**config.mk**
```make
export PLATFORM = sky130hd
export DESIGN_NAME = ultrasonic_presence_detector_core
export DESIGN_NICKNAME = d
export VERILOG_FILES = /design/src/design/upd_pkg.sv /design/src/design/upd_fifo.sv /design/src/design/upd_front.sv /design/src/design/upd_back.sv /design/src/design/ultrasonic_presence_detector_core.sv
export SDC_FILE = /design/constraint.sdc
export NUM_CORES = 1
export LEC_CHECK = 0
export BUFFER_PORTS_ARGS = -buffer_cell sky130_fd_sc_hd__buf_2
export CAP_MARGIN = 20
export CORE_ASPECT_RATIO = 0.5
export CORE_UTILIZATION = 64
export DETAILED_ROUTE_END_ITERATION = 6
export HOLD_SLACK_MARGIN = 0.15
export PLACE_DENSITY = 0.81
export SKIP_CTS_REPAIR_TIMING = 1
export SLEW_MARGIN = 30
export SYNTH_ARGS = -nofsm -noshare
export SYNTH_HDL_FRONTEND = slang
export SYNTH_HIERARCHICAL = 1
export SYNTH_SLANG_ARGS = --single-unit
export TNS_END_PERCENT = 10
```
**constraint.sdc**
```tcl
create_clock -name clk -period 9.32 [get_ports clk]
set_clock_uncertainty 0.05 [all_clocks]
set_input_delay 0.466 -clock clk [delete_from_list [all_inputs] [get_ports clk]]
set_output_delay 0.466 -clock clk [all_outputs]
set_load 0.02 [all_outputs]
```
**src/design/upd_pkg.sv**
```systemverilog
// Shared types and constants of the ultrasonic presence detector.
// Used by every module of the design but upd_fifo; depends on nothing.
package upd_pkg;

	localparam int SPEED_SHIFT = 13;
	localparam int PRODUCT_W = 32;
	localparam int DIST_FULL_W = PRODUCT_W - SPEED_SHIFT;
	localparam int DIST_W = 15;
	localparam int RUN_W = 8;
	localparam int AGE_W = 24;
	localparam int MS_W = 10;
	localparam int SEC_W = 32;
	localparam int CFG_INDEX_W = 3;
	localparam int CFG_DATA_W = 24;
	localparam int QUEUE_DEPTH = 2;
	localparam int BLINK_HALF_PERIOD_MS_DEF = 300;

	localparam logic [RUN_W-1:0] RUN_CEILING = '1;
	localparam logic [AGE_W-1:0] AGE_CEILING = '1;
	localparam logic [SEC_W-1:0] SEC_CEILING = '1;
	localparam logic [MS_W-1:0] MS_PER_SECOND = 10'd1000;

	localparam logic [1:0] FUNC_ECHO = 2'd0;
	localparam logic [1:0] FUNC_TICK = 2'd1;
	localparam logic [1:0] FUNC_ALERT_SENT = 2'd2;

	localparam logic [CFG_INDEX_W-1:0] REG_SOUND_SPEED = 3'd0;
	localparam logic [CFG_INDEX_W-1:0] REG_MIN_DISTANCE = 3'd1;
	localparam logic [CFG_INDEX_W-1:0] REG_MAX_DISTANCE = 3'd2;
	localparam logic [CFG_INDEX_W-1:0] REG_DETECT_THRESHOLD = 3'd3;
	localparam logic [CFG_INDEX_W-1:0] REG_HYSTERESIS = 3'd4;
	localparam logic [CFG_INDEX_W-1:0] REG_READINGS_REQUIRED = 3'd5;
	localparam logic [CFG_INDEX_W-1:0] REG_ALERT_INTERVAL = 3'd6;

	localparam logic [15:0] SOUND_SPEED_RST = 16'd2248;
	localparam logic [DIST_W-1:0] MIN_DISTANCE_RST = 15'd32;
	localparam logic [DIST_W-1:0] MAX_DISTANCE_RST = 15'd6400;
	localparam logic [DIST_W-1:0] DETECT_THRESHOLD_RST = 15'd1600;
	localparam logic [DIST_W-1:0] HYSTERESIS_RST = 15'd160;
	localparam logic [RUN_W-1:0] READINGS_REQUIRED_RST = 8'd3;
	localparam logic [AGE_W-1:0] ALERT_INTERVAL_RST = 24'd60000;

	typedef struct packed {
		logic [1:0] func;
		logic [15:0] echo_us;
	} item_t;

	typedef struct packed {
		logic detecting;
		logic reading_valid;
		logic [DIST_W-1:0] object_distance;
		logic alert_due;
		logic led_on;
		logic [SEC_W-1:0] seconds_present;
		logic entered;
		logic left;
	} status_t;

	typedef struct packed {
		logic [15:0] sound_speed_q16;
		logic [DIST_W-1:0] min_distance;
		logic [DIST_W-1:0] max_distance;
		logic [DIST_W-1:0] detect_threshold;
		logic [DIST_W-1:0] hysteresis_margin;
		logic [RUN_W-1:0] readings_required;
		logic [AGE_W-1:0] alert_interval_ms;
	} cfg_t;

	typedef struct packed {
		logic [1:0] func;
		logic reading_ok;
		logic [DIST_W-1:0] distance;
	} cmd_t;

endpackage

```
**src/design/upd_fifo.sv**
```systemverilog
// Small first-in first-out queue of packed words built from registers.
// Generic in word type and depth; no package dependency.
module upd_fifo #(
	parameter type word_t = logic,
	parameter int Depth = 2
) (
	input  logic  clk,
	input  logic  arst_n,
	input  logic  push,
	output logic  full,
	input  word_t wdata,
	input  logic  pop,
	output logic  empty,
	output word_t rdata
);
	localparam int PtrW = $clog2(Depth);
	localparam int CntW = $clog2(Depth + 1);
	localparam logic [PtrW-1:0] LastPtr = PtrW'(Depth - 1);

	word_t mem_q [Depth];
	logic [PtrW-1:0] wr_ptr_q;
	logic [PtrW-1:0] rd_ptr_q;
	logic [CntW-1:0] count_q;
	logic do_push;
	logic do_pop;

	assign full = (count_q == CntW'(Depth));
	assign empty = (count_q == '0);
	assign do_push = push && !full;
	assign do_pop = pop && !empty;
	assign rdata = mem_q[rd_ptr_q];

	always_ff @(posedge clk) begin
		if (do_push) begin
			mem_q[wr_ptr_q] <= wdata;
		end
	end

	always_ff @(posedge clk or negedge arst_n) begin
		if (!arst_n) begin
			wr_ptr_q <= '0;
			rd_ptr_q <= '0;
			count_q <= '0;
		end else begin
			if (do_push) begin
				wr_ptr_q <= (wr_ptr_q == LastPtr) ? '0 : wr_ptr_q + 1'b1;
			end
			if (do_pop) begin
				rd_ptr_q <= (rd_ptr_q == LastPtr) ? '0 : rd_ptr_q + 1'b1;
			end
			if (do_push && !do_pop) begin
				count_q <= count_q + 1'b1;
			end else if (do_pop && !do_push) begin
				count_q <= count_q - 1'b1;
			end
		end
	end

endmodule

```
**src/design/upd_front.sv**
```systemverilog
// Front end: takes input words, converts the echo width to a distance and
// classifies it against the window. Depends on upd_pkg.
module upd_front (
	input  logic           clk,
	input  logic           arst_n,
	input  logic           push,
	output logic           full,
	input  upd_pkg::item_t item,
	input  upd_pkg::cfg_t  cfg,
	output logic           cmd_push,
	input  logic           cmd_full,
	output upd_pkg::cmd_t  cmd
);
	import upd_pkg::*;

	logic valid_s1;
	logic [1:0] func_s1;
	logic echo_nz_s1;
	logic [DIST_FULL_W-1:0] dist_s1;
	logic [PRODUCT_W-1:0] product;
	logic accept;
	logic in_window;

	assign product = PRODUCT_W'(item.echo_us) * PRODUCT_W'(cfg.sound_speed_q16);
	assign full = valid_s1 && cmd_full;
	assign accept = push && !full;
	assign cmd_push = valid_s1 && !cmd_full;

	assign in_window = (dist_s1 >= DIST_FULL_W'(cfg.min_distance))
		&& (dist_s1 <= DIST_FULL_W'(cfg.max_distance));

	always_comb begin
		cmd.func = func_s1;
		cmd.reading_ok = echo_nz_s1 && in_window;
		cmd.distance = dist_s1[DIST_W-1:0];
	end

	always_ff @(posedge clk) begin
		if (accept) begin
			func_s1 <= item.func;
			echo_nz_s1 <= (item.echo_us != '0);
			dist_s1 <= product[PRODUCT_W-1:SPEED_SHIFT];
		end
	end

	always_ff @(posedge clk or negedge arst_n) begin
		if (!arst_n) begin
			valid_s1 <= 1'b0;
		end else if (accept) begin
			valid_s1 <= 1'b1;
		end else if (cmd_push) begin
			valid_s1 <= 1'b0;
		end
	end

endmodule

```
**src/design/upd_back.sv**
```systemverilog
// Back end: applies one classified word per cycle, while the status queue has
// room, to the detection state and forms the status word. Depends on upd_pkg.
module upd_back #(
	parameter int BLINK_HALF_PERIOD_MS = upd_pkg::BLINK_HALF_PERIOD_MS_DEF
) (
	input  logic             clk,
	input  logic             arst_n,
	input  upd_pkg::cfg_t    cfg,
	input  logic             cmd_empty,
	input  upd_pkg::cmd_t    cmd,
	output logic             cmd_pop,
	input  logic             status_full,
	output logic             status_push,
	output upd_pkg::status_t status
);
	import upd_pkg::*;

	localparam int BlinkW = $clog2(BLINK_HALF_PERIOD_MS + 1);
	localparam logic [BlinkW-1:0] BlinkHalf = BlinkW'(BLINK_HALF_PERIOD_MS);

	logic active_q, active_d;
	logic [RUN_W-1:0] in_run_q, in_run_d;
	logic [RUN_W-1:0] out_run_q, out_run_d;
	logic [DIST_W-1:0] latest_q, latest_d;
	logic [AGE_W-1:0] age_q, age_d;
	logic [BlinkW-1:0] blink_q, blink_d;
	logic lamp_q, lamp_d;
	logic [MS_W-1:0] ms_q, ms_d;
	logic [SEC_W-1:0] sec_q, sec_d;

	logic [DIST_W:0] limit;
	logic near;
	logic [RUN_W-1:0] in_run_inc;
	logic [RUN_W-1:0] out_run_inc;
	logic [BlinkW-1:0] blink_inc;
	logic [MS_W-1:0] ms_inc;
	logic valid_rd;
	logic entered;
	logic left;

	assign cmd_pop = !cmd_empty && !status_full;
	assign status_push = cmd_pop;

	assign limit = {1'b0, cfg.detect_threshold}
		+ (active_q ? {1'b0, cfg.hysteresis_margin} : '0);
	assign near = {1'b0, cmd.distance} <= limit;

	always_comb begin
		active_d = active_q;
		in_run_d = in_run_q;
		out_run_d = out_run_q;
		latest_d = latest_q;
		age_d = age_q;
		blink_d = blink_q;
		lamp_d = lamp_q;
		ms_d = ms_q;
		sec_d = sec_q;
		valid_rd = 1'b0;
		entered = 1'b0;
		left = 1'b0;
		in_run_inc = '0;
		out_run_inc = '0;
		blink_inc = '0;
		ms_inc = '0;

		case (cmd.func)
			FUNC_ECHO: begin
				if (cmd.reading_ok) begin
					valid_rd = 1'b1;
					latest_d = cmd.distance;
					in_run_inc = (in_run_q == RUN_CEILING) ? in_run_q : in_run_q + 1'b1;
					in_run_d = near ? in_run_inc : '0;
					if (!active_q && in_run_d >= cfg.readings_required) begin
						active_d = 1'b1;
						entered = 1'b1;
						in_run_d = '0;
						age_d = AGE_CEILING;
						lamp_d = 1'b1;
						blink_d = '0;
						ms_d = '0;
						sec_d = '0;
					end else if (active_q && !near) begin
						out_run_inc = (out_run_q == RUN_CEILING) ? out_run_q
							: out_run_q + 1'b1;
						out_run_d = out_run_inc;
						if (out_run_inc >= cfg.readings_required) begin
							active_d = 1'b0;
							left = 1'b1;
							out_run_d = '0;
							lamp_d = 1'b0;
							blink_d = '0;
							ms_d = '0;
							sec_d = '0;
						end
					end else begin
						out_run_d = '0;
					end
				end else begin
					in_run_d = '0;
				end
			end
			FUNC_TICK: begin
				if (age_q != AGE_CEILING) begin
					age_d = age_q + 1'b1;
				end
				if (active_q) begin
					blink_inc = blink_q + 1'b1;
					if (blink_inc >= BlinkHalf) begin
						lamp_d = !lamp_q;
						blink_d = '0;
					end else begin
						blink_d = blink_inc;
					end
					ms_inc = ms_q + 1'b1;
					if (ms_inc >= MS_PER_SECOND) begin
						ms_d = '0;
						if (sec_q != SEC_CEILING) begin
							sec_d = sec_q + 1'b1;
						end
					end else begin
						ms_d = ms_inc;
					end
				end
			end
			FUNC_ALERT_SENT: begin
				age_d = '0;
			end
			default: begin
			end
		endcase

		status.detecting = active_d;
		status.reading_valid = valid_rd;
		status.object_distance = active_d ? latest_d : '0;
		status.alert_due = active_d && (age_d >= cfg.alert_interval_ms);
		status.led_on = lamp_d;
		status.seconds_present = active_d ? sec_d : '0;
		status.entered = entered;
		status.left = left;
	end

	always_ff @(posedge clk or negedge arst_n) begin
		if (!arst_n) begin
			active_q <= 1'b0;
			in_run_q <= '0;
			out_run_q <= '0;
			latest_q <= '0;
			age_q <= '0;
			blink_q <= '0;
			lamp_q <= 1'b0;
			ms_q <= '0;
			sec_q <= '0;
		end else if (cmd_pop) begin
			active_q <= active_d;
			in_run_q <= in_run_d;
			out_run_q <= out_run_d;
			latest_q <= latest_d;
			age_q <= age_d;
			blink_q <= blink_d;
			lamp_q <= lamp_d;
			ms_q <= ms_d;
			sec_q <= sec_d;
		end
	end

endmodule

```
**src/design/ultrasonic_presence_detector_core.sv**
```systemverilog
// Top level of the ultrasonic presence detector: configuration registers,
// front end, command queue, back end and status queue. Depends on upd_pkg.
//
// Each input word (an echo width, a millisecond tick or an alert mark)
// yields exactly one status word, in order. The block takes one word per
// clock and returns one status word per clock when both sides keep up;
// a status word passes through the front-end register, the command queue
// and the status queue before it is visible. The back end applies one
// word per cycle to the detection state while the status queue has room;
// the echo multiply sits in its own front-end register stage.
// Configuration is written with cfg_we and takes effect at once.
module ultrasonic_presence_detector_core #(
	parameter int BLINK_HALF_PERIOD_MS = upd_pkg::BLINK_HALF_PERIOD_MS_DEF
) (
	input  logic                               clk,
	input  logic                               arst_n,
	input  logic                               push,
	output logic                               full,
	input  upd_pkg::item_t                     item,
	output logic                               empty,
	input  logic                               pop,
	output upd_pkg::status_t                   status,
	input  logic                               cfg_we,
	input  logic [upd_pkg::CFG_INDEX_W-1:0]    cfg_index,
	input  logic [upd_pkg::CFG_DATA_W-1:0]     cfg_data
);
	import upd_pkg::*;

	cfg_t cfg_q;
	cmd_t cmd_wr;
	cmd_t cmd_rd;
	status_t status_wr;
	logic cmd_push;
	logic cmd_full;
	logic cmd_empty;
	logic cmd_pop;
	logic status_push;
	logic status_full;

	always_ff @(posedge clk or negedge arst_n) begin
		if (!arst_n) begin
			cfg_q.sound_speed_q16 <= SOUND_SPEED_RST;
			cfg_q.min_distance <= MIN_DISTANCE_RST;
			cfg_q.max_distance <= MAX_DISTANCE_RST;
			cfg_q.detect_threshold <= DETECT_THRESHOLD_RST;
			cfg_q.hysteresis_margin <= HYSTERESIS_RST;
			cfg_q.readings_required <= READINGS_REQUIRED_RST;
			cfg_q.alert_interval_ms <= ALERT_INTERVAL_RST;
		end else if (cfg_we) begin
			case (cfg_index)
				REG_SOUND_SPEED: cfg_q.sound_speed_q16 <= cfg_data[15:0];
				REG_MIN_DISTANCE: cfg_q.min_distance <= cfg_data[DIST_W-1:0];
				REG_MAX_DISTANCE: cfg_q.max_distance <= cfg_data[DIST_W-1:0];
				REG_DETECT_THRESHOLD: cfg_q.detect_threshold <= cfg_data[DIST_W-1:0];
				REG_HYSTERESIS: cfg_q.hysteresis_margin <= cfg_data[DIST_W-1:0];
				REG_READINGS_REQUIRED: cfg_q.readings_required <= cfg_data[RUN_W-1:0];
				REG_ALERT_INTERVAL: cfg_q.alert_interval_ms <= cfg_data[AGE_W-1:0];
				default: begin
				end
			endcase
		end
	end

	upd_front u_front (
		.clk      (clk),
		.arst_n   (arst_n),
		.push     (push),
		.full     (full),
		.item     (item),
		.cfg      (cfg_q),
		.cmd_push (cmd_push),
		.cmd_full (cmd_full),
		.cmd      (cmd_wr)
	);

	upd_fifo #(
		.word_t (cmd_t),
		.Depth  (QUEUE_DEPTH)
	) u_cmd_queue (
		.clk    (clk),
		.arst_n (arst_n),
		.push   (cmd_push),
		.full   (cmd_full),
		.wdata  (cmd_wr),
		.pop    (cmd_pop),
		.empty  (cmd_empty),
		.rdata  (cmd_rd)
	);

	upd_back #(
		.BLINK_HALF_PERIOD_MS (BLINK_HALF_PERIOD_MS)
	) u_back (
		.clk         (clk),
		.arst_n      (arst_n),
		.cfg         (cfg_q),
		.cmd_empty   (cmd_empty),
		.cmd         (cmd_rd),
		.cmd_pop     (cmd_pop),
		.status_full (status_full),
		.status_push (status_push),
		.status      (status_wr)
	);

	upd_fifo #(
		.word_t (status_t),
		.Depth  (QUEUE_DEPTH)
	) u_status_queue (
		.clk    (clk),
		.arst_n (arst_n),
		.push   (status_push),
		.full   (status_full),
		.wdata  (status_wr),
		.pop    (pop),
		.empty  (empty),
		.rdata  (status)
	);

endmodule
```
# After elaboration in Yosys (flattened, before gate mapping)
# Memory sizes are Yosys's and may differ from the RTL's.
# Index checks and enable logic that the tools add are counted.
# word_totals
ff_bits	247
mem_bits_rw	142
input_bits	50
out_inout_bits	55
word_cells	193
mem_count	2
# mem_list
memory	words	word_bits	rd	rd_ports_with_merged_regs	wr	line	text
u_status_queue.mem_q	2	53	1	0	1	upd_fifo.sv:20	word_t mem_q [Depth];
u_cmd_queue.mem_q	2	18	1	0	1	upd_fifo.sv:20	
# classes
n_addsub	15
multipliers	1
order_cmp	8
n_eq_ne	18
mux	74
n_bitwise	1
reduce_logical	48
# op_table
operator	n
32-bit two-way mux	8
24-bit two-way mux	3
24-bit case mux with 3 select lines	1
32-bit case mux with 2 select lines	1
10-bit two-way mux	6
15-bit two-way mux	4
8-bit two-way mux	7
9-bit two-way mux	6
32-bit by 1-bit adder with 32-bit output, second input constant	1
16-bit by 16-bit multiplier with 32-bit output	1
32-bit != test, second input constant	1
1-bit two-way mux	31
24-bit by 1-bit adder with 24-bit output, second input constant	1
24-bit greater-or-equal comparator	1
24-bit != test, second input constant	1
10-bit case mux with 2 select lines	1
19-bit by 15-bit greater-or-equal comparator with 1-bit output	1
19-bit by 15-bit <= comparator with 1-bit output	1
9-bit case mux with 2 select lines	1
1-bit logical AND	17
15-bit by 16-bit adder with 16-bit output	1
8-bit by 1-bit adder with 8-bit output, second input constant	2
8-bit equality test, second input constant	2
8-bit greater-or-equal comparator	2
other kinds (27)	64

# Logic depth before layout (Yosys ltp)
# logic_depth
ltp_word	11
depth_mapped	40
mapped_depth_nobuf	36

# Hierarchy
# Netlist, hierarchy kept.
# modules_own_cells
mod	n_inst	cells_each	area_each_um2	seq_area_each_um2
upd_back	1	1324	10274.9	2702.6
upd_front	1	1115	9873.2	685.7
upd_fifo (u_status_queue)	1	184	4271.6	3283.1
ultrasonic_presence_detector_core	1	237	4180.3	2730.1
upd_fifo (u_cmd_queue)	1	75	1545.2	1181.1

# Least setup slack after synthesis
# OpenSTA, ideal clock, no wires.
# synth_timing
kind	register to register
from	reg u_back.active_q
to	mem u_status_queue/mem_q[0][35] (netlist name) (data pin)
setup_time_ns	0.197
arrival_ns	7.352
t_required_ns	9.073
slack_ns	1.721
stages_incl_launch_ff	38
n_path_buf	5
period_less_slack_ns	7.599
cell_sequence	dfrtp_1 > clkbuf_1 > clkbuf_1 > and2_1 > ha_1 > inv_1 > fa_1 > nor2b_1 > o21a_1 > o21ai_0 > a211oi_1 > nor3_1 > o41ai_1 > a21oi_1 > xor2_1 > ha_1 > o21a_1 > a21oi_1 > (+2 left out) > nor2_1 > clkbuf_1 > nor2_1 > ha_1 > a21o_1 > a31oi_1 > o21ai_0 > o211ai_1 > clkbuf_1 > clkbuf_1 > a22oi_1 > ha_1 > o21ai_0 > a211oi_1 > a211oi_1 > o211ai_1 > a21oi_1 > nor4_1
# synth_lines
element	line	text
start: declaration	upd_back.sv:21	logic active_q, active_d;
start signal: assignment	upd_back.sv:154	active_q <= active_d;
end: declaration	upd_fifo.sv:20	

==> run_results.csv <==
group,metric,value,unit
run_status,run_status,"complete, no violations",
worst_setup_path,cp_num_cells,32,
route,routed_wirelength,72200,µm
yosys,yosys.area.top_type,"dfrtp_1",
worst_setup_path,cpLargestDelayFamily,"compound AO/OA/AOI/OAI gates",
worst_hold_path,hp-start,"cfg_data[15]",
worst_setup_path,timing.rr.end,"u_status_queue/mem_q[1][35]",
sta,fin_tns_setup,0,ps
layout,antenna_cells,0,
clock_network,cts-htree-levels,2,
route,routed_via_density,6.17,
sta,fin_worst_hold_slack,169,ps
yosys,dominantRegCellSynth,"dfrtp_1",
yosys,synth_enable_flop_cells,164,
clock_network,cts-root-to-sink-buffers,3,
yosys,synthesis.area_per_instance,10.3,µm²
floorplanning,floorplan.die.height,155,µm
global_routing,grt.met1_usage,42.3,%
clock_network,clk_pin_slew_worst_paths,60,ps
worst_setup_path,critPathSlowestCell,"o41ai_4",
worst_setup_path,timing.critical_path.from,"u_back/active_q",
sta,worst_pin_slew,1070,ps
layout,mostFrequentLayoutCells,"inv_1 (327), nand2_1 (320), ha_1 (211), dfrtp_1 (201), fa_1 (194)",
sta,timing.final.crit_period,7970,ps
worst_setup_path,ff2ff_path_depth,32,
yosys,synthesized_area_fraction_occupied_by_ao_oa_aoi_and_oai_cells,10.9,%
route,antenna_left,0,
layout,final_common_cell,"inv_1",
global_routing,number_of_global_route_vias_before_repair,22100,
yosys,synthesized_instance_count,2935,
worst_setup_path,r2r_slack,1350,ps
placement,port_buffers,104,
global_routing,first_pass_grt_wire_length,116000,µm
route,post-route-drc-count,0,
worst_setup_path,cp-start-kind,"register",
worst_setup_path,critical_path.n_buffers_inverters,3,
global_routing,grt_use_met2,50.3,%
floorplanning,fp.dieArea,48000,µm²
worst_hold_path,worst_hold_path_type,"in -> reg",
sta,setup_failing_eps_final,0,
global_routing,antenna_violations_before_repair,0,
sta,hold_viol_final,0,
layout,layout.cell_area.non_filler,32200,µm²
floorplanning,io_pins,105,
worst_setup_path,timing.critical_path.slowest_cell_delay,570,ps
worst_setup_path,crit_required,9610,ps
worst_setup_path,worst_setup_path_endpoint,"u_status_queue/mem_q[1][35]",
layout,finalNetCount,3412,
floorplanning,core_area,45800,µm²
yosys,synthDominantCellAreaShare,16.9,%
worst_setup_path,worstReg2RegStart,"u_back/active_q",
floorplanning,rows,55,
route,wl_per_cell,20.0,µm
route,drtIter0Drc,2178,
yosys,post_synth_xor_area_fraction,1.54,%
sta,max_freq,126,MHz
worst_setup_path,critical_path.max_fanout,33,
sta,rel_slew_slack,28.0,%
route,vias,22300,
placement,dpl_cell_area,30800,µm²
global_routing,grt_start_max_net_pins,115,
global_routing,gr-usage-met3,4.17,%
clock_network,tritoncts.num_buffers,39,
floorplanning,die_w,309,µm
sta,timing_max_transition_violations_final,0,
yosys,mappedNetlistArea,30100,µm²
sta,grt_setup_unrepaired,"no",
clock_network,clock-root-buffer,"clkbuf_16",
yosys,synth-async-reset-ratio,57.8,%
yosys,post_synth_and_or_nand_nor_area_fraction,15.1,%
yosys,yosys.cell_types.count,105,
yosys,synth_seq_area_share,35.1,%
placement,dpl.hpwl,50500,µm
global_routing,groute.usage.overall,30.5,%
yosys,synthTopCellsByArea,"dfrtp_1 (17%), edfxtp_1 (16%), fa_1 (13%)",
yosys,synthesis.nets,3390,
yosys,synth.ff_latch_count,389,
floorplanning,initial_core_util,65.8,%
global_routing,globalRoute.totalOverflow,0,
yosys,post_synth_fa_ha_maj_area_fraction,21.6,%
global_routing,top_usage_layer,"met2",
layout,final_layout_size_suffix_gt1_share,15.6,%
yosys,synthMuxAreaShare,8.70,%
yosys,main_combinational_cell_family_by_area_after_synthesis,"adder cells",
run,maxCapViolCount,0,
worst_setup_path,sort_of_element_at_the_end_of_the_critical_path,"register",
sta,timing.final.crit_share,85.5,%
clock_network,cts_tree,"done",
worst_setup_path,worst_ep_arrival_time,8260,ps
clock_network,clkSinkCount,389,
yosys,warnings_synthesis,6,
placement,gp_congestion,0.910,
route,drt_pre_antenna_iters,7,
layout,flow.area_growth_from_synthesis,6.78,%
worst_setup_path,timing.setup.critical_path_class,"reg -> reg",
clock_network,insertion_delay,550,ps
## synth_stat cells (6+ instances only)
library cell / instances
a211oi_1: 9
buf_2: 21
o22ai_1: 8
dfstp_2: 22
a21oi_1: 152
o31ai_1: 19
clkbuf_1: 92
nand2b_1: 20
nor2_1: 116
o21ai_0: 108
or3_1: 17
nand3_1: 75
nor3_1: 31
buf_12: 6
nor4_1: 20
mux2_1: 10
mux2i_1: 8
inv_1: 327
o21a_1: 12
a22oi_1: 12
ha_1: 211
and3_1: 25
nand4_1: 33
mux2_2: 125
buf_6: 10
a31oi_1: 29
o21ai_1: 15
edfxtp_1: 164
o211ai_1: 16
fa_1: 194
or2_2: 12
dfrtp_1: 203
and2_1: 144
a21o_1: 31
mux2_4: 68
xor2_1: 25
buf_4: 23
nand2_1: 321
xnor2_1: 28
nor2b_1: 12
a41oi_1: 8
a32o_1: 6
a22o_1: 16
## area by class of cell
cell class	count	area, µm²
fillers	3264	13600
repair buffers	138	836
clock inverters	18	160
inverters	330	1240
well taps	627	785
clock buffers	51	1070
multi-input cells	2059	17500
flip-flops and latches	389	10600
## per-stage QoR
step	std cells	setup WS, ps	utilization, %
final	3612	1350	70.2
after global placement	3527	1660	67.2
after detailed placement	3530	1460	67.3
after CTS	3599	1430	69.9
after global routing	3612	685	70.2
after floorplan	2935	1720	-
## how the worst min path moves through the flow
stage	cells after the start	endpoint	slack [ps]
after detailed placement	0	u_cmd_queue/mem_q[0][16]	380
after CTS	1	u_back/age_q[8]	-10
after floorplan	0	cfg_q[0]	120
final	2	cfg_q[107]	170
after global placement	0	u_cmd_queue/mem_q[0][16]	380
after global routing	2	cfg_q[15]	170
## layer usage
layer,share of wire [%],wire length [µm]
met1,43,31000
met2,47,34100
met3,7.4,5340
met4,2.4,1750
met5,0,0
## registers in the layout (all words and copies together), names as in the netlist, 9 cells and up
signal and flops:
u_back/latest_q 15, u_back/age_q 24, u_back/ms_q 10, u_back/blink_q 9
u_front/dist_s1 19, cfg_q 108, u_status_queue/mem_q 106, u_cmd_queue/mem_q 36
u_back/sec_q 32
## cells by family (layout without fill, tap and decap cells)
| group | Yosys count | after routing |
|---|---|---|
| simple gates | 883 | 883 |
| compound gates | 507 | 507 |
| buf+inv | 487 | 537 |
| fa+ha+maj | 405 | 405 |
| flops | 389 | 389 |
| mux | 211 | 211 |
| xor+xnor | 53 | 53 |
Power is not shown: default switching activity piles up to over one toggle a cycle in this logic, so the estimate is an artifact.
